$ cat src/design/iows_pkg.sv
`default_nettype none
package iows_pkg;

  localparam int SAMPLE_DEPTH = 64;
  localparam int SLOT_W       = $clog2(SAMPLE_DEPTH);
  localparam int CNT_W        = $clog2(SAMPLE_DEPTH + 1);
  localparam int NBUCKET      = 6;
  localparam int DIV_STEPS    = 48;
  localparam int STEP_W       = $clog2(DIV_STEPS + 1);

  localparam logic [31:0] LIM_512  = 32'd512;
  localparam logic [31:0] LIM_1024 = 32'd1024;
  localparam logic [31:0] LIM_2048 = 32'd2048;
  localparam logic [31:0] LIM_4096 = 32'd4096;
  localparam logic [31:0] LIM_8192 = 32'd8192;

  typedef enum logic [1:0] {
    KIND_COMPLETE = 2'd0,
    KIND_TICK     = 2'd1,
    KIND_QUERY    = 2'd2,
    KIND_CLEAR    = 2'd3
  } kind_e;

  typedef enum logic [2:0] {
    ST_IDLE,
    ST_DIV,
    ST_TWR,
    ST_QRD,
    ST_QACC,
    ST_QOUT
  } state_e;

  typedef struct packed {
    logic [47:0]                   bytes;
    logic [31:0]                   lat_max;
    logic [31:0]                   lat_avg;
    logic [NBUCKET-1:0][31:0]      buckets;
  } sample_t;

  function automatic logic [2:0] bucket_of(logic [31:0] b);
    logic [2:0] k;
    if (b <= LIM_512)       k = 3'd0;
    else if (b <= LIM_1024) k = 3'd1;
    else if (b <= LIM_2048) k = 3'd2;
    else if (b <= LIM_4096) k = 3'd3;
    else if (b <= LIM_8192) k = 3'd4;
    else                    k = 3'd5;
    return k;
  endfunction

  function automatic logic [47:0] sat_add48(logic [47:0] a, logic [31:0] b);
    logic [48:0] s;
    s = {1'b0, a} + {17'd0, b};
    return s[48] ? '1 : s[47:0];
  endfunction

  function automatic logic [55:0] sat_add56(logic [55:0] a, logic [47:0] b);
    logic [56:0] s;
    s = {1'b0, a} + {9'd0, b};
    return s[56] ? '1 : s[55:0];
  endfunction

endpackage
`default_nettype wire

$ cat src/design/iows_div.sv
`default_nettype none
module iows_div import iows_pkg::*; (
  input  wire logic        clk_i,
  input  wire logic        rst_ni,
  input  wire logic        start_i,
  input  wire logic [47:0] dividend_i,
  input  wire logic [31:0] divisor_i,
  output logic             done_o,
  output logic [47:0]      quotient_o
);

  logic [47:0]       quo_q;
  logic [31:0]       rem_q;
  logic [31:0]       dvs_q;
  logic [STEP_W-1:0] cnt_q;
  logic              busy_q;
  logic              done_q;
  logic [32:0]       trial;
  logic              fits;

  // one restoring step per cycle, dividend shifts out as quotient shifts in
  assign trial = {rem_q, quo_q[47]};
  assign fits  = trial >= {1'b0, dvs_q};

  always_ff @(posedge clk_i or negedge rst_ni) begin
    if (!rst_ni) begin
      busy_q <= 1'b0;
      done_q <= 1'b0;
      cnt_q  <= '0;
    end else begin
      done_q <= 1'b0;
      if (start_i) begin
        busy_q <= 1'b1;
        cnt_q  <= STEP_W'(DIV_STEPS);
      end else if (busy_q) begin
        cnt_q <= cnt_q - 1'b1;
        if (cnt_q == STEP_W'(1)) begin
          busy_q <= 1'b0;
          done_q <= 1'b1;
        end
      end
    end
  end

  always_ff @(posedge clk_i) begin
    if (start_i) begin
      quo_q <= dividend_i;
      rem_q <= '0;
      dvs_q <= divisor_i;
    end else if (busy_q) begin
      rem_q <= fits ? 32'(trial - {1'b0, dvs_q}) : trial[31:0];
      quo_q <= {quo_q[46:0], fits};
    end
  end

  assign done_o     = done_q;
  assign quotient_o = quo_q;

endmodule
`default_nettype wire

$ cat config.mk
export PLATFORM = sky130hd
export DESIGN_NAME = iows_div
export DESIGN_NICKNAME = d
export VERILOG_FILES = /design/src/design/iows_pkg.sv /design/src/design/iows_div.sv
export SDC_FILE = /design/constraint.sdc
export NUM_CORES = 1
export LEC_CHECK = 0
export BUFFER_PORTS_ARGS = -buffer_cell sky130_fd_sc_hd__buf_2
export CAP_MARGIN = 15
export CORE_ASPECT_RATIO = 0.6
export CORE_MARGIN = 1.5
export CORE_UTILIZATION = 50
export CTS_CLUSTER_SIZE = 8
export DETAILED_ROUTE_END_ITERATION = 8
export PLACE_DENSITY = 0.77
export SLEW_MARGIN = 20
export SYNTH_ARGS = -nofsm -noshare
export SYNTH_HDL_FRONTEND = slang
export SYNTH_SLANG_ARGS = --single-unit
$ cat constraint.sdc
create_clock -name clk_i -period 2.7 [get_ports clk_i]
set_clock_uncertainty 0.2 [all_clocks]
set_input_delay 0 -clock clk_i [delete_from_list [all_inputs] [get_ports clk_i]]
set_output_delay 0 -clock clk_i [all_outputs]
set_load 0.005 [all_outputs]
* Word level (Yosys, flattened, before mapping) *
Index checks and enable logic that the tools add are counted.

word-level totals
  bits of input ports = 83
  flip-flop bits (word level) = 120
  output and inout bits = 49
  logic and storage cells = 22

cells by class
  add/subtract/negate cells = 2
  eq/ne operators = 1
  magnitude comparators = 1
  mux-type cells = 11
  reductions and logical operators = 1

operators by type and width
  cell                                                                 number
  48-bit two-way mux                                                   2
  33-bit by 32-bit greater-or-equal comparator with 1-bit output       1
  32-bit two-way mux                                                   1
  32-bit subtractor                                                    1
  6-bit two-way mux                                                    2
  6-bit by 1-bit == test with 1-bit output (second input constant)     1
  1-bit two-way mux                                                    6
  6-bit by 1-bit subtractor with 6-bit output (second input constant)  1
  2-bit nonzero test                                                   1

* Longest topological paths before layout *
Gate-level depths: netlist of run 1.

  depth after elaboration = 4
  gate-level depth with buffers = 13

* Least setup slack after synthesis of run 1 *
OpenSTA, ideal clock, no wires.

  path kind = register -> register
  start point = register quo_q[47] (netlist: quotient_o[47])
  end point = register rem_q[30]
  slack = -340 ps
  library setup time = 120 ps
  cell stages (with the launch flop) = 13
  clock period less this slack = 3040 ps
  arrival = 2721 ps
  buffers on the path = 0
  path through = edfxtp_1 inv_1 ha_1 fa_1 nand2b_1 a21oi_1 o2111ai_1 o21ai_0 a211oi_1 o31ai_1 a31oi_1 mux2i_1 a211o_1

between the ends
  word-level cells in the longest chain between the ends = 2

ends and longest elaborated chain
  what                                                                                                        RTL line                        text
  start: declaration                                                                                          iows_div.sv:12                  logic [47:0] quo_q;
  start signal: assignment                                                                                    iows_div.sv:47                  quo_q <= dividend_i;
  start signal: assignment                                                                                    iows_div.sv:52                  quo_q <= {quo_q[46:0], fits};
  32-bit subtractor / 33-bit by 32-bit greater-or-equal comparator with 1-bit output (equally long branches)  iows_div.sv:51, iows_div.sv:23
  32-bit two-way mux (*)                                                                                      iows_div.sv:51                  rem_q <= fits ? 32'(trial - {1'b0, dvs_q}) : trial[31:0];
  end signal: assignment                                                                                      iows_div.sv:51
  end: declaration                                                                                            iows_div.sv:13                  logic [31:0] rem_q;

Mark *: on every way between the ends. The rest lies on a longest branch, timed or not.
A chain may end at the register's enable or synchronous reset.

* Worst setup path in the final report of run 1 *
  start point = register dvs_q[1]
  end point = register rem_q[14]

between the ends
  word-level cells in the longest chain between the ends = 2

ends and longest elaborated chain
  what                                                                                                        RTL line                        text
  start: declaration                                                                                          iows_div.sv:14                  logic [31:0] dvs_q;
  start signal: assignment                                                                                    iows_div.sv:49                  dvs_q <= divisor_i;
  32-bit subtractor / 33-bit by 32-bit greater-or-equal comparator with 1-bit output (equally long branches)  iows_div.sv:51, iows_div.sv:23
  32-bit two-way mux (*)                                                                                      iows_div.sv:51

Marked as above.

==> out/results.ini, run 1 <==
[layout]
drive_gt1_share_pct=40.7
stdcell_count=1089
final_common_cell=buf_2
area_growth_pct=51.1
design_area_mm2=0.00991
n_antenna_cell=0
final_util_pct=77.3
nets=1024
final_cell_mix=130 x buf_2, 98 x buf_4, 83 x dlygate4sd3_1

[setup_path]
end_kind=flop
path_class=reg2reg
worstPathArrival_ns=3.15
required_ns=2.78
cp-start-kind=flop
worstPathMaxFanout=8

[drt]
vias=6132
remaining_drc_errors=0
drtIter0Drc=524
ant_nets=0
wirelength_um=20400
first_pass_iters=5
wl_per_cell_um=18.7
via_per_inst=5.63

[floorplanning]
core_mm2=0.0128
initial_core_util_pct=51.2
die-area_mm2=0.0138
rows=32
fp.dieH_um=91.7
num_io_pins=132
die_w_um=151

[synthesis]
seq_area_frac_synth_pct=49.5
synthAdderAreaFrac_pct=6.80
syn_inst=595
synth_edf_count=80
synth-compound-area-share_pct=12.8
ys_ff_latch=120
muxShareOfSynthArea_pct=11.9
async_reset_ff_share_pct=6.67
ys_warn_count=0
synth_xor_area_share_pct=4.14
synth_cell_types=55
avgSynthCellArea_um2=11.0
yosys.area_share.simple_pct=10.5
syn_area_mm2=0.00656
synth_top_family_by_area=compound AO/OA/AOI/OAI gates
synthesis.nets=713
synth-main-ff-cell=edfxtp_1

[timing]
max_slew.worst_pin.slew_ns=0.874
relSlewSlack_pct=41.7
setup_viol=33
finalHoldViolCount=0
fmax_mhz=326
timing.final.crit_share_pct=114
maxSlewViolCount=0
rsz0062_at_grt=yes
fin_ws_ns=-0.371
period_needed_ns=3.07
tns_ns=-8.73

[cts]
cts.path.max_buffers=2
numClockSinks=120
clk_pin_slew_ns=0.07
cts_buffers=17
cts_root_buf=clkbuf_16
clk-insertion-delay-late_ns=0.42
htreeDepth=4
cts_tree=yes

[power]
peakVddDrop_mv=0.436
p_leak_nw=4.31
cellPowerDensity_mw_per_mm2=874
p_total_w=0.00866

[grt]
grt_max_degree=69
antenna_found_initial=0
grt_overflow=0
grt_usage_pct=30.0
grt_pass1_vias=6165
grt_pass1_wl_um=31700

[place]
place.gp.congestion=0.918
hpwlAfterDp_um=11600
dp.cells=961
io_buffers=131
dpl_cell_area_mm2=0.00807

[outcome]
violations=setup timing
status=finished with violations

[run]
drv_cap=0

[min_path]
min_path_type=in2reg

-- stage by stage --
stage / setup WS [ns] / hold WS [ns]
2_1_floorplan: -0.132 / -0.496
3_3_place_gp: -0.234 / -0.354
3_5_place_dp: -0.336 / -0.349
4_1_cts: -0.269 / 0.0755
5_1_grt: -0.542 / 0.0799
6_report: -0.371 / 0.0868
-- critical path: stages, from the launching register on --
cell       delay, ns
edfxtp_1        0.40
inv_1           0.10
ha_4            0.30
nand2b_1        0.07
a21oi_1         0.16
buf_4           0.15
o21ai_2         0.11
a2111oi_4       0.42
o21ai_2         0.11
a31oi_4         0.27
buf_4           0.27
mux2i_2         0.26
a211oi_1        0.11
-- cells by family (layout without fill, tap and decap cells) --
logic type	after synthesis	after routing
and+or+nand+nor	144	144
AOI/OAI and AO/OA	123	123
DFF	120	120
muxes	72	72
buffers and inverters	70	394
adders and majority gates	35	35
xor gates and xnor gates	31	31
-- Yosys cell counts, types with 5 or more instances --
cell / count / area [µm²]
nand4_1: 9 / 56.3
clkbuf_1: 21 / 78.8
a21o_1: 8 / 60.1
mux2i_1: 24 / 240
inv_1: 42 / 158
a211oi_1: 31 / 233
edfxtp_1: 80 / 2400
nor4_1: 5 / 31.3
nor2_1: 54 / 203
a21oi_1: 28 / 140
xor2_1: 12 / 105
dfxtp_1: 32 / 641
o21bai_1: 5 / 37.5
ha_1: 34 / 425
nand2_1: 30 / 113
nand3_1: 6 / 30.0
nand2b_1: 11 / 68.8
dfrtp_1: 8 / 200
mux2_2: 48 / 541
o21ai_0: 21 / 105
xnor2_1: 19 / 166
nor3_1: 9 / 45.0
-- layout make-up --
cell class,instances,area [µm²]
Inverter,42,158
Timing Repair Buffer,320,2340
Tap cell,170,213
Clock buffer,17,425
Multi-Input combinational cell,405,3350
Sequential cell,120,3240
Fill cell,787,2910
Clock inverter,15,175
-- metal layers --
metal	part of all wire, %	vias up	track usage (%)
met4	3.2	0	11.7
met5	0	-	0
met1	42	2963	38.2
li1	-	2818	-
met2	48	284	49.2
met3	6.7	67	7.26
-- sequential cells by signal, indices dropped and copies added, names as in the netlist --
signal / flops
done_o: 1
cnt_q: 6
dvs_q: 32
rem_q: 32
busy_q: 1
quotient_o: 48
-- what timing repair did --
| item | CTS | global route |
|---|---|---|
| resized for setup | 43 | 28 |
| hold buffers | 83 | 0 |
| endpoints found under the hold margin | 89 | 0 |
| setup endpoints to repair | 33 | 33 |
| setup buffers | 5 | 11 |
| cloned | 1 | 0 |
| pin swaps | 26 | 20 |
-- power by group --
| group | switching, W | total [W] | internal [W] | leakage (nW) |
|---|---|---|---|---|
| sequential | 0.000230 | 0.00252 | 0.00229 | 1.18 |
| combinational | 0.00184 | 0.00379 | 0.00195 | 2.84 |
| clock | 0.00103 | 0.00235 | 0.00133 | 0.291 |
-- path summary, 6_finish.rpt --
check | from | endpoint | slack [ns] | cells after the start
max in group asynchronous | rst_ni | cnt_q[5] | 1.59 | 3
min in group asynchronous | rst_ni | cnt_q[4] | 0.39 | 3
min | divisor_i[29] | dvs_q[29] | 0.09 | 2
max | dvs_q[1] | rem_q[14] | -0.37 | 12
min reg2reg | rem_q[26] | rem_q[26] | 0.32 | 2
max reg2reg | dvs_q[1] | rem_q[14] | -0.37 | 12
(Power assumes the default switching activity.)
==> inputs of run 2 (changes only) <==
--- a/config.mk
+++ b/config.mk
@@ -9,10 +9,10 @@
 export CAP_MARGIN = 15
 export CORE_ASPECT_RATIO = 0.6
 export CORE_MARGIN = 1.5
-export CORE_UTILIZATION = 50
+export CORE_UTILIZATION = 45
 export CTS_CLUSTER_SIZE = 8
 export DETAILED_ROUTE_END_ITERATION = 8
-export PLACE_DENSITY = 0.77
+export PLACE_DENSITY = 0.76
 export SLEW_MARGIN = 20
 export SYNTH_ARGS = -nofsm -noshare
 export SYNTH_HDL_FRONTEND = slang
==> run 2 against run 1 <==
Net effect: the run still ends with setup timing left; setup slack lost 0.057 ns; die area rose by 11%; count of clock-buffer cells in the layout grew 1; utilization shrank 4.5 points; register-to-register slack worse by 0.06 ns; routed wire length increased by 8.2%; final cell count is 2.4% higher; sequential share of layout area shrank 0.73 points; via count rose by 2.7%; critical path type unchanged; highest routed layer unchanged.
==> out/results.ini, run 2 (synthesis gave the netlist of run 1 again) <==
[outcome]
status=finished with violations
violations=setup timing

[layout]
multi_input_area_mm2=0.00348  ; +3.9%
nets=1028  ; +0.39%
final_common_cell=buf_2
design_area_mm2=0.0101  ; +2.3%
area_growth_pct=54.6
largest_register_ffs=48  ; unchanged
nFillCells=885  ; +12%
final_cell_mix=130 x buf_2, 96 x buf_4, 83 x dlygate4sd3_1
n_antenna_cell=0  ; unchanged
final_util_pct=72.8  ; -4.5 points
seq_area_mm2=0.00324  ; about the same
drive_gt1_share_pct=43.4  ; +2.7 points

[floorplanning]
fp.dieH_um=96.5  ; +5.2%
initial_core_util_pct=47.1  ; -4.1 points
core_mm2=0.0139  ; +8.6%
num_io_pins=132  ; unchanged
die-area_mm2=0.0153  ; +11%
die_w_um=159  ; +5.3%
rows=33  ; +3.1%

[place]
place.gp.congestion=0.972  ; +6.0%
io_buffers=131  ; unchanged
dpl_cell_area_mm2=0.00809  ; +0.26%
hpwlAfterDp_um=12400  ; +7.1%

[cts]
cts_tree=yes
cts_buffers=17  ; unchanged
cts.path.max_buffers=2  ; unchanged
clk-insertion-delay-late_ns=0.42  ; about the same
htreeDepth=4  ; unchanged
numClockSinks=120  ; unchanged
cts_root_buf=clkbuf_16
clk_pin_slew_ns=0.06  ; about the same

[timing]
fin_ws_ns=-0.428  ; -0.0567 ns
period_needed_ns=3.13  ; +0.0567 ns
rsz0062_at_grt=yes
tns_ns=-10.82  ; -2.09 ns
finalHoldViolCount=0  ; unchanged
setup_viol=33  ; unchanged
relSlewSlack_pct=53.3  ; +12 points
max_slew.worst_pin.slew_ns=0.701  ; -0.174 ns
whs_ns=0.0799  ; -0.00688 ns
timing.final.crit_share_pct=116  ; +2.1 points
maxSlewViolCount=0  ; unchanged
fmax_mhz=320  ; -1.8%

[drt]
vias=6298  ; +2.7%
drtIter0Drc=524  ; unchanged
wl_per_cell_um=19.8  ; +5.7%
ant_nets=0  ; unchanged
via_per_inst=5.65  ; +0.31%
remaining_drc_errors=0  ; unchanged
first_pass_iters=5  ; unchanged
wirelength_um=22100  ; +8.2%

[setup_path]
path_class=reg2reg
end_kind=flop
worstPathArrival_ns=3.28  ; +0.13 ns
reg2reg_slack_ns=-0.43  ; -0.06 ns
cp-start-kind=flop
worstPathMaxFanout=3  ; -5
required_ns=2.86  ; +0.08 ns

[run]
drv_cap=0  ; unchanged

[grt]
grt_pass1_vias=6242  ; +1.2%
grt_usage_pct=28.0  ; -2.0 points
grt_overflow=0  ; unchanged
antenna_found_initial=0  ; unchanged
grt_pass1_wl_um=33200  ; +4.7%
grt_max_degree=56  ; -19%

[power]
cellPowerDensity_mw_per_mm2=889  ; +1.6%
p_leak_nw=4.38  ; +1.7%
peakVddDrop_mv=0.458  ; +5.0%

[min_path]
min_path_type=in2reg

## run 2: cell types whose count changed in the layout (fill, tap and decap cells not counted), moves of 3 or more
| cell | previous run | this run |
|---|---|---|
| nand2_2 | 1 | 4 |
| o21ai_1 | 8 | 4 |
| o21ai_0 | 10 | 6 |
| inv_8 | 7 | 1 |
| nand2_1 | 29 | 26 |
| a211oi_2 | 6 | 10 |
| o21ai_2 | 6 | 12 |
| buf_8 | 0 | 3 |
| a211oi_1 | 25 | 20 |
| inv_6 | 3 | 6 |
## run 2: what timing repair did
action	CTS	global route
cloned	3	0
hold buffers	83	0
pin swaps	47	39
setup buffers	9	9
gates resized for setup	57	53
setup endpoints to repair	33	33
hold endpoints to repair	104	0
## run 2: final timing paths
check,cells after the start,from,to
max,13,dvs_q[10],rem_q[31]
min,2,divisor_i[25],dvs_q[25]
max reg2reg,13,dvs_q[10],rem_q[31]
min reg2reg,2,rem_q[26],rem_q[26]
max in group asynchronous,3,rst_ni,busy_q
min in group asynchronous,3,rst_ni,cnt_q[2]
## run 2: metrics by stage
| stage | setup slack, ns | power (W) | std cells |
|---|---|---|---|
| 2_1_floorplan | -0.132 | 0.00436 | 595 |
| 3_3_place_gp | -0.201 | 0.00544 | 982 |
| 3_5_place_dp | -0.358 | 0.00555 | 982 |
| 4_1_cts | -0.234 | 0.00848 | 1109 |
| 5_1_grt | -0.547 | 0.00936 | 1115 |
| 6_report | -0.428 | 0.00901 | 1115 |
## run 2: final cells by class
class / instances / area share (%)
inverters: 42 / 1.56
flip-flops and latches: 120 / 32.0
clock inverters: 14 / 1.62
clock buffers: 18 / 4.23
repair buffers: 324 / 23.9
well taps: 192 / 2.37
multi-input cells: 405 / 34.3
## run 2: metal layers
| metal | wire [µm] | vias to the layer above | global-route usage (%) | share of wire (%) |
|---|---|---|---|---|
| li1 | - | 2813 | - | - |
| met4 | 913 | 0 | 11.6 | 4.1 |
| met3 | 1540 | 97 | 6.15 | 7.0 |
| met2 | 10800 | 370 | 48.8 | 49 |
| met1 | 8810 | 3018 | 34.4 | 40 |
| met5 | 0 | - | 0 | 0 |
## run 2: worst max-delay path: stages, from the launching register on
cell and delay, ns:
edfxtp_1 0.35, inv_2 0.05, ha_4 0.27, nand4_1 0.15, nor4_2 0.31, o21ai_2 0.15
a2111oi_4 0.43, buf_4 0.20, buf_4 0.12, o21ai_1 0.09, a21oi_1 0.26, nor3_1 0.12
nand4b_1 0.19, a21oi_1 0.16
## run 2: power by group
| part | total, W | leakage (nW) | internal [W] | switching (W) |
|---|---|---|---|---|
| registers | 0.00253 | 1.18 | 0.00229 | 0.000238 |
| logic | 0.00414 | 2.92 | 0.00208 | 0.00207 |
| clock network | 0.00234 | 0.281 | 0.00139 | 0.000953 |
| total | 0.00901 | 4.38 | 0.00575 | 0.00326 |
